<file path="config.mk">
export PLATFORM = sky130hd
export DESIGN_NAME = hpa_div_cell
export DESIGN_NICKNAME = d
export VERILOG_FILES = /design/src/hw/rtl/hpa_pkg.sv /design/src/hw/rtl/hpa_div_cell.sv
export SDC_FILE = /design/constraint.sdc
export NUM_CORES = 1
export LEC_CHECK = 0
export BUFFER_PORTS_ARGS = -buffer_cell sky130_fd_sc_hd__buf_2
export CAP_MARGIN = 15
export CORE_MARGIN = 2
export CORE_UTILIZATION = 40
export DETAILED_ROUTE_END_ITERATION = 10
export GPL_ROUTABILITY_DRIVEN = 0
export HOLD_SLACK_MARGIN = 0.15
export PLACE_DENSITY_LB_ADDON = 0.2
export SLEW_MARGIN = 0
export SYNTH_ARGS = -nofsm -noshare
export SYNTH_HDL_FRONTEND = slang
export SYNTH_SLANG_ARGS = --single-unit
</file>
<file path="constraint.sdc">
create_clock -name clk -period 0.8 [get_ports clk]
set_clock_uncertainty 0.05 [all_clocks]
set_input_delay 0.16 -clock clk [delete_from_list [all_inputs] [get_ports clk]]
set_output_delay 0.16 -clock clk [all_outputs]
set_load 0.05 [all_outputs]
</file>
<file path="src/hw/rtl/hpa_pkg.sv">
`default_nettype none
package hpa_pkg;
	localparam int CODE_BITS_DEF     = 12;
	localparam int CORDIC_STAGES_DEF = 16;
	localparam int FRAC_SHIFT        = 20;
	localparam int CW                = 40;
	localparam int AW                = 24;
	localparam logic signed [AW-1:0] PI_Q20 = 24'sd3294199;
	localparam logic [21:0] DEG_PER_RAD_Q16 = 22'd3754936;
	localparam logic signed [15:0] RAD_LIMIT = 16'sd25736;
	localparam logic signed [15:0] DEG_LIMIT = 16'sd11520;
	localparam int DIV_STEPS = 17;

	localparam logic [0:0] REG_ZERO_CODE = 1'b0;
	localparam logic [0:0] REG_DEGREE    = 1'b1;

	function automatic logic signed [AW-1:0] atan_q20(input int i);
		logic signed [AW-1:0] r;
		case (i)
			0: r = 24'sd823550;  1: r = 24'sd486170;  2: r = 24'sd256879;
			3: r = 24'sd130396;  4: r = 24'sd65451;   5: r = 24'sd32757;
			6: r = 24'sd16383;   7: r = 24'sd8192;    8: r = 24'sd4096;
			9: r = 24'sd2048;    10: r = 24'sd1024;   11: r = 24'sd512;
			12: r = 24'sd256;    13: r = 24'sd128;    14: r = 24'sd64;
			15: r = 24'sd32;     16: r = 24'sd16;     17: r = 24'sd8;
			18: r = 24'sd4;      19: r = 24'sd2;      20: r = 24'sd1;
			default: r = '0;
		endcase
		return r;
	endfunction

	typedef struct packed {
		logic                 neg;
		logic                 deg;
		logic                 none;
		logic signed [16:0]   xc;
		logic signed [16:0]   yc;
	} hpa_side_t;
endpackage
`default_nettype wire

</file>
<file path="src/hw/rtl/hpa_div_cell.sv">
`default_nettype none
// One restoring division step; quotient bits shift in from the right.
module hpa_div_cell (
	input  wire logic        clk,
	input  wire logic        vld_i,
	input  wire logic [33:0] rem_i,
	input  wire logic [16:0] den_i,
	input  wire logic [16:0] quo_i,
	input  wire logic [32:0] num_i,
	input  wire hpa_pkg::hpa_side_t side_i,
	output logic             vld_o,
	output logic [33:0]      rem_o,
	output logic [16:0]      den_o,
	output logic [16:0]      quo_o,
	output logic [32:0]      num_o,
	output hpa_pkg::hpa_side_t side_o,
	input  wire logic        arst_n,
	input  wire logic        en
);
	import hpa_pkg::*;
	logic [33:0] tr;
	logic        ge;
	always_comb begin
		tr = {rem_i[32:0], num_i[32]};
		ge = tr >= {17'd0, den_i};
	end
	always_ff @(posedge clk or negedge arst_n) begin
		if (!arst_n) vld_o <= 1'b0;
		else if (en) vld_o <= vld_i;
	end
	always_ff @(posedge clk) begin
		if (en) begin
			rem_o  <= ge ? tr - {17'd0, den_i} : tr;
			quo_o  <= {quo_i[15:0], ge};
			num_o  <= {num_i[31:0], 1'b0};
			den_o  <= den_i;
			side_o <= side_i;
		end
	end
endmodule
`default_nettype wire

</file>
==> reports/metrics.yaml <==
routing:
  drtIter0Drc: 270
  vias_per_cell: 4.855
  firstDrtPassIters: 5
  antenna_left: 0
  wire_per_inst_um: 19.34
  vias: 5175
  routed_wl_um: 20620
  drcViolationCount: 0
cts:
  cts_tree: "yes"
  clock-root-buffer: "clkbuf_16"
  clock_path_buffers: 2
  clk_latency_ns: 0.41
  numCtsBuffers: 17
  clk_pin_slew_ns: 0.06
  htree_levels: 4
  cts_num_sinks: 138
cells_and_area:
  layout-drive-gt1-share_pct: 53.33
  area_growth_pct: 94.62
  final_area_mm2: 0.01110
  final_core_util_pct: 79.96
  nNetsFinal: 1033
  fill_cells: 771
min_path:
  min-delay-start: "num_i[32]"
  worstHoldPathCells: 3
  whs_endpoint: "rem_o[0]$_DFFE_PP_"
  hold_path_class: "in -> reg"
synthesis:
  yosysMostFrequentCell: "edfxtp_1"
  syn_inst: 371
  synth_area_mm2: 0.005703
  ys_types: 52
  yosys.area.top_type_share_pct: 72.14
  netlist_top_cells_area: "edfxtp_1 (72%), ha_1 (3.7%), xnor2_1 (3.2%)"
  ys_warn_count: 0
  synth-seq-cells: 138
  seq_area_frac_synth_pct: 72.58
  ys.flop_type: "edfxtp_1"
  syn_nets: 531
  avgSynthCellArea_um2: 15.37
  yosys.area.top_type: "edfxtp_1"
  synth_enable_flop_cells: 137
  async_flop_share_pct: 0.7246
  synth_top_cells_by_count: "edfxtp_1 (137), a21oi_1 (25), nor2_1 (23)"
place:
  dp_hpwl_um: 12590
  pre_cts_slack_ns: -2.004
  place_area_mm2: 0.008143
  port_buffers: 277
setup_path:
  cp_max_fo: 4
  crit_type: "in -> reg"
  rr_worst_depth: 2
  startpoint_type: "primary input"
  critPathArrivalTime_ns: 2.33
  cp.required_ns: 0.92
  startpoint: "num_i[32]"
  timing.rr.start: "vld_o$_DFFE_PN0P_"
  regToRegEndpoint: "vld_o$_DFFE_PN0P_"
  reg2reg_setup_slack_ns: -0.17
  critPathCaptureType: "flop"
grt:
  track_usage_pct: 26.51
  grt_overflow_total: 0
  grt_max_degree: 34
  grt_pass1_vias: 5449
  antenna_found_initial: 1
  grt_pass1_wl_um: 29320
power:
  finalPower_uw: 23810
  p_per_area_mw_per_mm2: 2145
  p_leak_uw: 0.004729
  peakVddDrop_v: 0.001674
timing:
  layout_setup_ws_ns: -1.419
  final-setup-viol-count: 174
  final_max_slew_viol_count: 0
  hold_ws_ns: -0.01471
  fmax_mhz: 450.8
  fin_crit_ns: 2.219
  period_share_pct: 277.3
  hold_viol: 1
  rsz0062_at_grt: "yes"
die:
  die_y_um: 123.4
  design.die.area_mm2: 0.01523
  start_util_pct: 41.09
  die_w_um: 123.4
  rows: 43
  io_pins: 281
  coreArea_mm2: 0.01388
run:
  maxCapViolCount: 0
outcome:
  status: "complete, but fails checks"
  violations: "hold timing, setup timing"
## kinds of logic after synthesis
kind of cell / count (synthesis) / share of synthesized area, %
compound gates: 67 / 7.767
flops: 138 / 72.58
other cells: 1 / 0.06576
buf+inv: 27 / 2.128
mux: 6 / 1.250
simple gates: 85 / 7.679
xor+xnor: 29 / 4.454
fa+ha+maj: 18 / 4.081
## cells in the final DEF (no fill, tap or decap), types with 12 or more instances in the layout
master	n
a21oi_1	15
buf_2	130
buf_4	95
buf_6	148
clkbuf_16	17
dlygate4sd3_1	106
edfxtp_1	137
inv_1	12
nand2_1	16
nor2_1	16
xnor2_1	21
## final cells by class
cell class / instances / area, µm² / area share, %
timing repair buffer: 490 / 4297 / 38.71
sequential: 138 / 4140 / 37.30
multi-input combinational: 206 / 1735 / 15.64
clock buffer: 17 / 425.4 / 3.833
tap: 180 / 225.2 / 2.029
clock inverter: 14 / 178.9 / 1.612
inverter: 20 / 95.09 / 0.8567
antenna: 1 / 2.502 / 0.02255
## worst max path at each step
stage	endpoint	slack, ns
after detailed placement	rem_o[27]$_DFFE_PP_	-2.00
final	rem_o[19]$_DFFE_PP_	-1.42
after global placement	rem_o[32]$_DFFE_PP_	-1.92
after floorplan	rem_o[8]$_DFFE_PP_	-1.73
after CTS	rem_o[12]$_DFFE_PP_	-1.37
after global routing	rem_o[27]$_DFFE_PP_	-1.51
## layer usage
metal | vias up | global-route usage, % | share of wire (%)
met5 | - | 0 | 0
li1 | 2407 | - | -
met4 | 0 | 10.94 | 2.8
met2 | 206 | 48.49 | 55
met1 | 2521 | 28.34 | 36
met3 | 41 | 7.841 | 6.8
## worst max-delay path: stages
cell	delay, ns
buf_8	0.10
clkinv_4	0.04
ha_4	0.13
inv_2	0.03
fa_2	0.34
a21oi_2	0.19
o2bb2ai_2	0.09
or3b_4	0.39
a211oi_4	0.35
buf_6	0.19
buf_4	0.13
a21oi_4	0.04
nand2_2	0.07
xnor2_1	0.07
## power by group
group          switching [µW]  internal [µW]
Sequential                373           8740
Clock                    2990           5160
Combinational            3760           2790
## sequential cells by signal, summed over array words and instances (netlist names)
name	cells
num_o	32
den_o	17
side_o	37
vld_o	1
quo_o	17
rem_o	34
## per-stage QoR
| step | instances | setup TNS (ns) |
|---|---|---|
| CTS | 1058 | -100.18 |
| floorplan | 371 | -56.41 |
| finish | 1066 | -101.61 |
| global placement | 916 | -86.40 |
| global route | 1066 | -109.48 |
| detailed placement | 916 | -89.59 |
## what timing repair did
item,4_1_cts,5_1_grt
endpoints found under the hold margin,140,36
setup endpoints to repair,174,174
buffers inserted,7,7
hold buffers,105,1
resized for setup,319,34
pin swaps,15,14
No activity file was read; power rests on OpenSTA's default activity.
