--- src/hw/rtl/hpa_pkg.sv ---
`default_nettype none
package hpa_pkg;
	localparam int CODE_BITS_DEF     = 12;
	localparam int CORDIC_STAGES_DEF = 16;
	localparam int FRAC_SHIFT        = 20;
	localparam int CW                = 40;
	localparam int AW                = 24;
	localparam logic signed [AW-1:0] PI_Q20 = 24'sd3294199;
	localparam logic [21:0] DEG_PER_RAD_Q16 = 22'd3754936;
	localparam logic signed [15:0] RAD_LIMIT = 16'sd25736;
	localparam logic signed [15:0] DEG_LIMIT = 16'sd11520;
	localparam int DIV_STEPS = 17;

	localparam logic [0:0] REG_ZERO_CODE = 1'b0;
	localparam logic [0:0] REG_DEGREE    = 1'b1;

	function automatic logic signed [AW-1:0] atan_q20(input int i);
		logic signed [AW-1:0] r;
		case (i)
			0: r = 24'sd823550;  1: r = 24'sd486170;  2: r = 24'sd256879;
			3: r = 24'sd130396;  4: r = 24'sd65451;   5: r = 24'sd32757;
			6: r = 24'sd16383;   7: r = 24'sd8192;    8: r = 24'sd4096;
			9: r = 24'sd2048;    10: r = 24'sd1024;   11: r = 24'sd512;
			12: r = 24'sd256;    13: r = 24'sd128;    14: r = 24'sd64;
			15: r = 24'sd32;     16: r = 24'sd16;     17: r = 24'sd8;
			18: r = 24'sd4;      19: r = 24'sd2;      20: r = 24'sd1;
			default: r = '0;
		endcase
		return r;
	endfunction

	typedef struct packed {
		logic                 neg;
		logic                 deg;
		logic                 none;
		logic signed [16:0]   xc;
		logic signed [16:0]   yc;
	} hpa_side_t;
endpackage
`default_nettype wire

--- src/hw/rtl/hpa_cordic_cell.sv ---
`default_nettype none
// One vectoring rotation; the accumulator is updated and the flags ride along.
module hpa_cordic_cell #(
	parameter int IDX = 0
) (
	input  wire logic clk,
	input  wire logic arst_n,
	input  wire logic en,
	input  wire logic vld_i,
	input  wire logic signed [hpa_pkg::CW-1:0] x_i,
	input  wire logic signed [hpa_pkg::CW-1:0] y_i,
	input  wire logic signed [hpa_pkg::AW-1:0] acc_i,
	input  wire hpa_pkg::hpa_side_t side_i,
	output logic vld_o,
	output logic signed [hpa_pkg::CW-1:0] x_o,
	output logic signed [hpa_pkg::CW-1:0] y_o,
	output logic signed [hpa_pkg::AW-1:0] acc_o,
	output hpa_pkg::hpa_side_t side_o
);
	import hpa_pkg::*;
	logic signed [CW-1:0] xs, ys;
	// Shift truncating toward zero
	always_comb begin
		xs = (x_i < 0) ? -((-x_i) >>> IDX) : (x_i >>> IDX);
		ys = (y_i < 0) ? -((-y_i) >>> IDX) : (y_i >>> IDX);
	end
	always_ff @(posedge clk or negedge arst_n) begin
		if (!arst_n) vld_o <= 1'b0;
		else if (en) vld_o <= vld_i;
	end
	always_ff @(posedge clk) begin
		if (en) begin
			side_o <= side_i;
			if (y_i >= 0) begin
				x_o <= x_i + ys; y_o <= y_i - xs; acc_o <= acc_i + atan_q20(IDX);
			end else begin
				x_o <= x_i - ys; y_o <= y_i + xs; acc_o <= acc_i - atan_q20(IDX);
			end
		end
	end
endmodule
`default_nettype wire

--- config.mk ---
export PLATFORM = sky130hd
export DESIGN_NAME = hpa_cordic_cell
export DESIGN_NICKNAME = d
export VERILOG_FILES = /design/src/hw/rtl/hpa_pkg.sv /design/src/hw/rtl/hpa_cordic_cell.sv
export SDC_FILE = /design/constraint.sdc
export NUM_CORES = 1
export LEC_CHECK = 0
export ABC_CLOCK_PERIOD_IN_PS = 1200
export BUFFER_PORTS_ARGS = -buffer_cell sky130_fd_sc_hd__buf_2
export CORE_UTILIZATION = 59
export DETAILED_ROUTE_END_ITERATION = 8
export PLACE_DENSITY = 0.95
export SLEW_MARGIN = 40
export SYNTH_ARGS = -nofsm -noshare
export SYNTH_HDL_FRONTEND = slang
export SYNTH_SLANG_ARGS = --single-unit
--- constraint.sdc ---
create_clock -name clk -period 1.2 [get_ports clk]
set_input_delay 0.24 -clock clk [delete_from_list [all_inputs] [get_ports clk]]
set_output_delay 0.24 -clock clk [all_outputs]
set_load 0.005 [all_outputs]
==> results.md, run 1 <==
* Status: aborted with a tool error
* Halt Stage: clock tree synthesis
* Tool error: [ERROR DPL-0038] Utilization greater than 100%, impossible to legalize
* Post-cts sizing count at 360
* H-Tree Level Count at 4
* Post-CTS Setup Inserts at 98
* Placer Congestion at 1.04
* Post-synth EDFFs at 140
* Most frequent cells after synthesis: 140 x edfxtp_1, 106 x a21oi_1, 106 x xnor2_1, 103 x ha_1, 83 x nand2_1
* CTS Buffer Depth at 2
* CTS Hold Buffers Added at 37
* Yosys cell types at 67
* Warnings from Yosys at 0
* Post-DP HPWL at 35800 um
* I/O Buffers at 286
* Boundary Pins at 287
* Clock Sinks at 141
* Synth area leaders: edfxtp_1 38%, ha_1 12%, xnor2_1 8.4%
* Syn nets at 1367
* Die Y at 139 um
* Most frequent cell after synthesis: edfxtp_1
* Die Wd at 139 um
* Area share of the largest cell type after synthesis at 0.381
* Async set or reset register ratio after synthesis at 0.00709
* Syn Area/Cell at 9.89 sq um
* Placed Cells at 2026
* Dpl cell area at 16500 sq um
* # rows at 49
* Clk root buf: clkbuf_16
* Top cell type by total area after synthesis: edfxtp_1
* Main synth FF type: edfxtp_1
* Starting density of the core at 0.608
* Sequential share of the synthesized area at 0.383
* Mapped cell area at 11000 sq um
* CTS Buf Count at 17
* Syn Inst Count at 1116
* Post-synthesis register bit count at 141
==> kinds of logic after synthesis <==
family	Yosys count	share of synthesized area
XOR/XNOR	170	0.135
AO/OA/AOI/OAI	347	0.202
flip-flops	141	0.383
AND/OR/NAND/NOR	286	0.134
buffers and inverters	64	0.0221
adder cells (fa/ha/maj)	106	0.122
multiplexers	2	0.00193
==> stage by stage <==
stage	worst slack (ns)	util
3_5_place_dp	-3.63	0.911
3_3_place_gp	-3.27	0.911
2_1_floorplan	-3.08	-
==> run 2, diff against run 1 <==
--- a/config.mk
+++ b/config.mk
@@ -7,9 +7,9 @@
 export LEC_CHECK = 0
 export ABC_CLOCK_PERIOD_IN_PS = 1200
 export BUFFER_PORTS_ARGS = -buffer_cell sky130_fd_sc_hd__buf_2
-export CORE_UTILIZATION = 59
+export CORE_UTILIZATION = 40
 export DETAILED_ROUTE_END_ITERATION = 8
-export PLACE_DENSITY = 0.95
+export PLACE_DENSITY_LB_ADDON = 0.15
 export SLEW_MARGIN = 40
 export SYNTH_ARGS = -nofsm -noshare
 export SYNTH_HDL_FRONTEND = slang
==> results.md, run 2 <==
* Antenna violations before repair at 2
* Die Wd at 168 um (was 139 um)
* Final std cells w/o fill at 2299
* Synth area leaders: edfxtp_1 38%, ha_1 12%, xnor2_1 8.4% (unchanged)
* H-Tree Level Count at 4 (unchanged)
* Total gr overflow at 0
* Final WS setup at -2.89 ns
* R2R cell count at 1
* Arr. time, crit path at 4.27 ns
* Switch share at 0.339
* I/O Buffers at 286 (unchanged)
* Most frequent cells after synthesis: 140 x edfxtp_1, 106 x a21oi_1, 106 x xnor2_1, 103 x ha_1, 83 x nand2_1 (unchanged)
* Placer Congestion at 0.942 (was 1.04)
* DRC viols at 0
* Status: finished, violations left (was aborted with a tool error)
* Area share of the largest cell type after synthesis at 0.381 (unchanged)
* Critical path data required time at 1.38 ns
* Critical Path Fanout Max at 4
* Worst reg2reg setup slack at 0.46 ns
* Footprint of the multi-input gates at 8530 sq um
* CTS Buffer Depth at 2 (unchanged)
* Global-route wire length before repair at 61500 um
* Crit start category: input port
* Most frequent cell after synthesis: edfxtp_1 (unchanged)
* Skew-Pair Late Insertion Delay at 0.43 ns
* Crit Reg-Reg Endpoint: vld_o$_DFFE_PN0P_
* LEAKAGE at 0.00912 uW
* Period utilisation layout at 3.41
* Boundary Pins at 287 (unchanged)
* DRT antenna net count at 0
* Final core utilization at 0.748
* DR iter-0 viols at 645
* Core Box Area at 27000 sq um
* Flop pwr share at 0.294
* Pint at 15300 uW
* Fin. Hold Viols at 0
* Largest net degree at the start of global routing at 37
* Clock Sinks at 141 (unchanged)
* Reg2Reg Launch Point: vld_o$_DFFE_PN0P_
* Biggest regs: y_o: 40 flops, x_o: 39 flops, side_o: 37 flops
* Worst Tran Pin Value at 0.408 ns
* Post-DP HPWL at 28800 um (was 35800 um)
* Period minus WS final at 4.09 ns
* Routed wl met3 at 2010 um
* Power consumption at 23100 uW
* Hold Startpoint: side_i[10]
* Top cell type by total area after synthesis: edfxtp_1 (unchanged)
* Die Y at 168 um (was 139 um)
* Starting density of the core at 0.408 (was 0.608)
* Commonest non-fill, non-tap cell in the layout: buf_4
* Post-synthesis register bit count at 141 (unchanged)
* Syn Inst Count at 1116 (unchanged)
* TritonCTS clock tree: built
* Place WS at -3.44 ns (was -3.63 ns)
* Placed Cells at 2144 (was 2026)
* # rows at 60 (was 49)
* Failing checks: setup timing
* Syn nets at 1367 (unchanged)
* Hold endpoint: side_o[10]$_DFFE_PP_
* Sequential share of the synthesized area at 0.383 (unchanged)
* HP Class: in2reg
* F_max at 245 MHz
* Share of cells above drive strength 1 at 0.585
* Clk pwr share at 0.232
* Avg Vias per Cell at 5.23
* Iteration count of the initial detailed-routing pass at 5
* Vias in the first global route at 12200
* Slew Limit Fails at 0
* Top reg by flops: y_o
* Power per cell area at 1140 nW/um^2
* Mapped cell area at 11000 sq um (unchanged)
* Async set or reset register ratio after synthesis at 0.00709 (unchanged)
* Clock slew at reported path FFs at 0.07 ns
* Worst slew margin at 0.727
* Met2 wire len at 20300 um
* Main synth FF type: edfxtp_1 (unchanged)
* Final net count at 2194
* Net Sw Power at 7830 uW
* Setup violators final at 101
* Post-synth EDFFs at 140 (unchanged)
* Warnings from Yosys at 0 (unchanged)
* GRT Total Usage at 0.274
* Yosys cell types at 67 (unchanged)
* CTS Buf Count at 17 (unchanged)
* RSZ-0062 raised after global routing: true
* Fillers at 1853
* # Max-Cap Violations at 0
* P&R area growth vs syn at 83.1%
* Routed wire length at 40500 um
* Syn Area/Cell at 9.89 sq um (unchanged)
* Critical Path Sink Type: flip-flop
* Clock Skew at 0 ns
* VDD IR-drop max at 1000 uV
* Routed len/inst at 17.6 um
* Top layer in use: met4
* Max FFs per register at 40
* Storage cell area at 4230 sq um
* DIE AREA at 28300 sq um
* Commonest non-fill, non-tap cells in the layout: 428 x buf_4, 272 x buf_2, 140 x edfxtp_1
* Metal-1 WL at 17400 um
* Clk root buf: clkbuf_16 (unchanged)
* Critical path class: in2reg
* Worst hold stages at 1
* Logic gate share of total power at 0.475
* DR vias at 12000
## run 2: final cells by class
class / instances / share of cell area
multi-input cells: 911 / 0.422
repair buffers: 840 / 0.310
flip-flops and latches: 141 / 0.209
well taps: 341 / 0.0211
clock buffers: 17 / 0.0210
inverters: 32 / 0.00823
clock inverters: 15 / 0.00743
diodes: 2 / 0.000248
## run 2: cells by family (layout without fill, tap and decap cells)
kind of cell               Yosys count  count (layout)  share of synthesized area
and+or+nand+nor                    286             286                      0.134
other                                0               2                          0
AOI/OAI and AO/OA                  347             347                      0.202
DFF                                141             141                      0.383
adders and majority gates          106             106                      0.122
muxes                                2               2                    0.00193
xor gates and xnor gates           170             170                      0.135
buffers and inverters               64             904                     0.0221
## run 2: layer usage
metal | track usage | vias to the layer above
met4 | 0.0696 | 0
met2 | 0.480 | 346
met3 | 0.0444 | 52
met5 | 0 | -
li1 | - | 5879
met1 | 0.350 | 5745
## run 2: how the worst max path moves through the flow
stage | startpoint | end | slack, ns | depth (start not counted)
finish | y_i[13] | x_o[39]$_DFFE_PP_ | -2.89 | 18
global route | y_i[13] | x_o[36]$_DFFE_PP_ | -3.02 | 16
CTS | y_i[13] | x_o[38]$_DFFE_PP_ | -2.82 | 17
detailed placement | y_i[13] | x_o[39]$_DFFE_PP_ | -3.44 | 17
global placement | y_i[0] | x_o[39]$_DFFE_PP_ | -3.37 | 18
floorplan | y_i[13] | x_o[38]$_DFFE_PP_ | -3.08 | 16
## run 2: power groups by stage
stage          Combinational [uW]  Clock (uW)  Sequential [uW]
6_report                    11000        5360             6790
5_1_grt                     11800        5610             6860
4_1_cts                      9800        5440             6790
3_5_place_dp                 8720           0             6880
3_3_place_gp                 8670           0             6870
2_1_floorplan                4200           0             7010
## run 2: timing repair
item | 4_1_cts | 5_1_grt
buffers inserted | 53 | 44
gates cloned | 1 | 0
endpoints found under the hold margin | 36 | 0
pin swaps | 112 | 120
hold buffers | 36 | 0
setup endpoints to repair | 119 | 164
resized for setup | 191 | 188
## run 2: worst max-delay path: stages
cell and delay, ns:
buf_6 0.09, or4_4 0.56, nor4_4 0.20, or4b_4 0.51, or2_4 0.26, buf_4 0.15, o21ai_2 0.11, xnor2_1 0.15
ha_1 0.31, nand2_1 0.10, nor2_1 0.05, a221o_1 0.31, a211o_1 0.29, a21oi_4 0.20, o21ai_2 0.11, a221oi_2 0.35
o21ai_1 0.14, xnor2_1 0.14
## run 2: metrics by stage
stage          setup TNS, ns  hold slack, ns  instance area [sq um]
3_5_place_dp         -213.16          0.0167                  16800
5_1_grt              -170.19         0.00210                  20200
3_3_place_gp         -210.97          0.0151                  16800
4_1_cts              -155.26        0.000447                  19000
6_report             -160.88          0.0186                  20200
2_1_floorplan        -165.45         -0.0556                  11800
(Power assumes the default switching activity.)
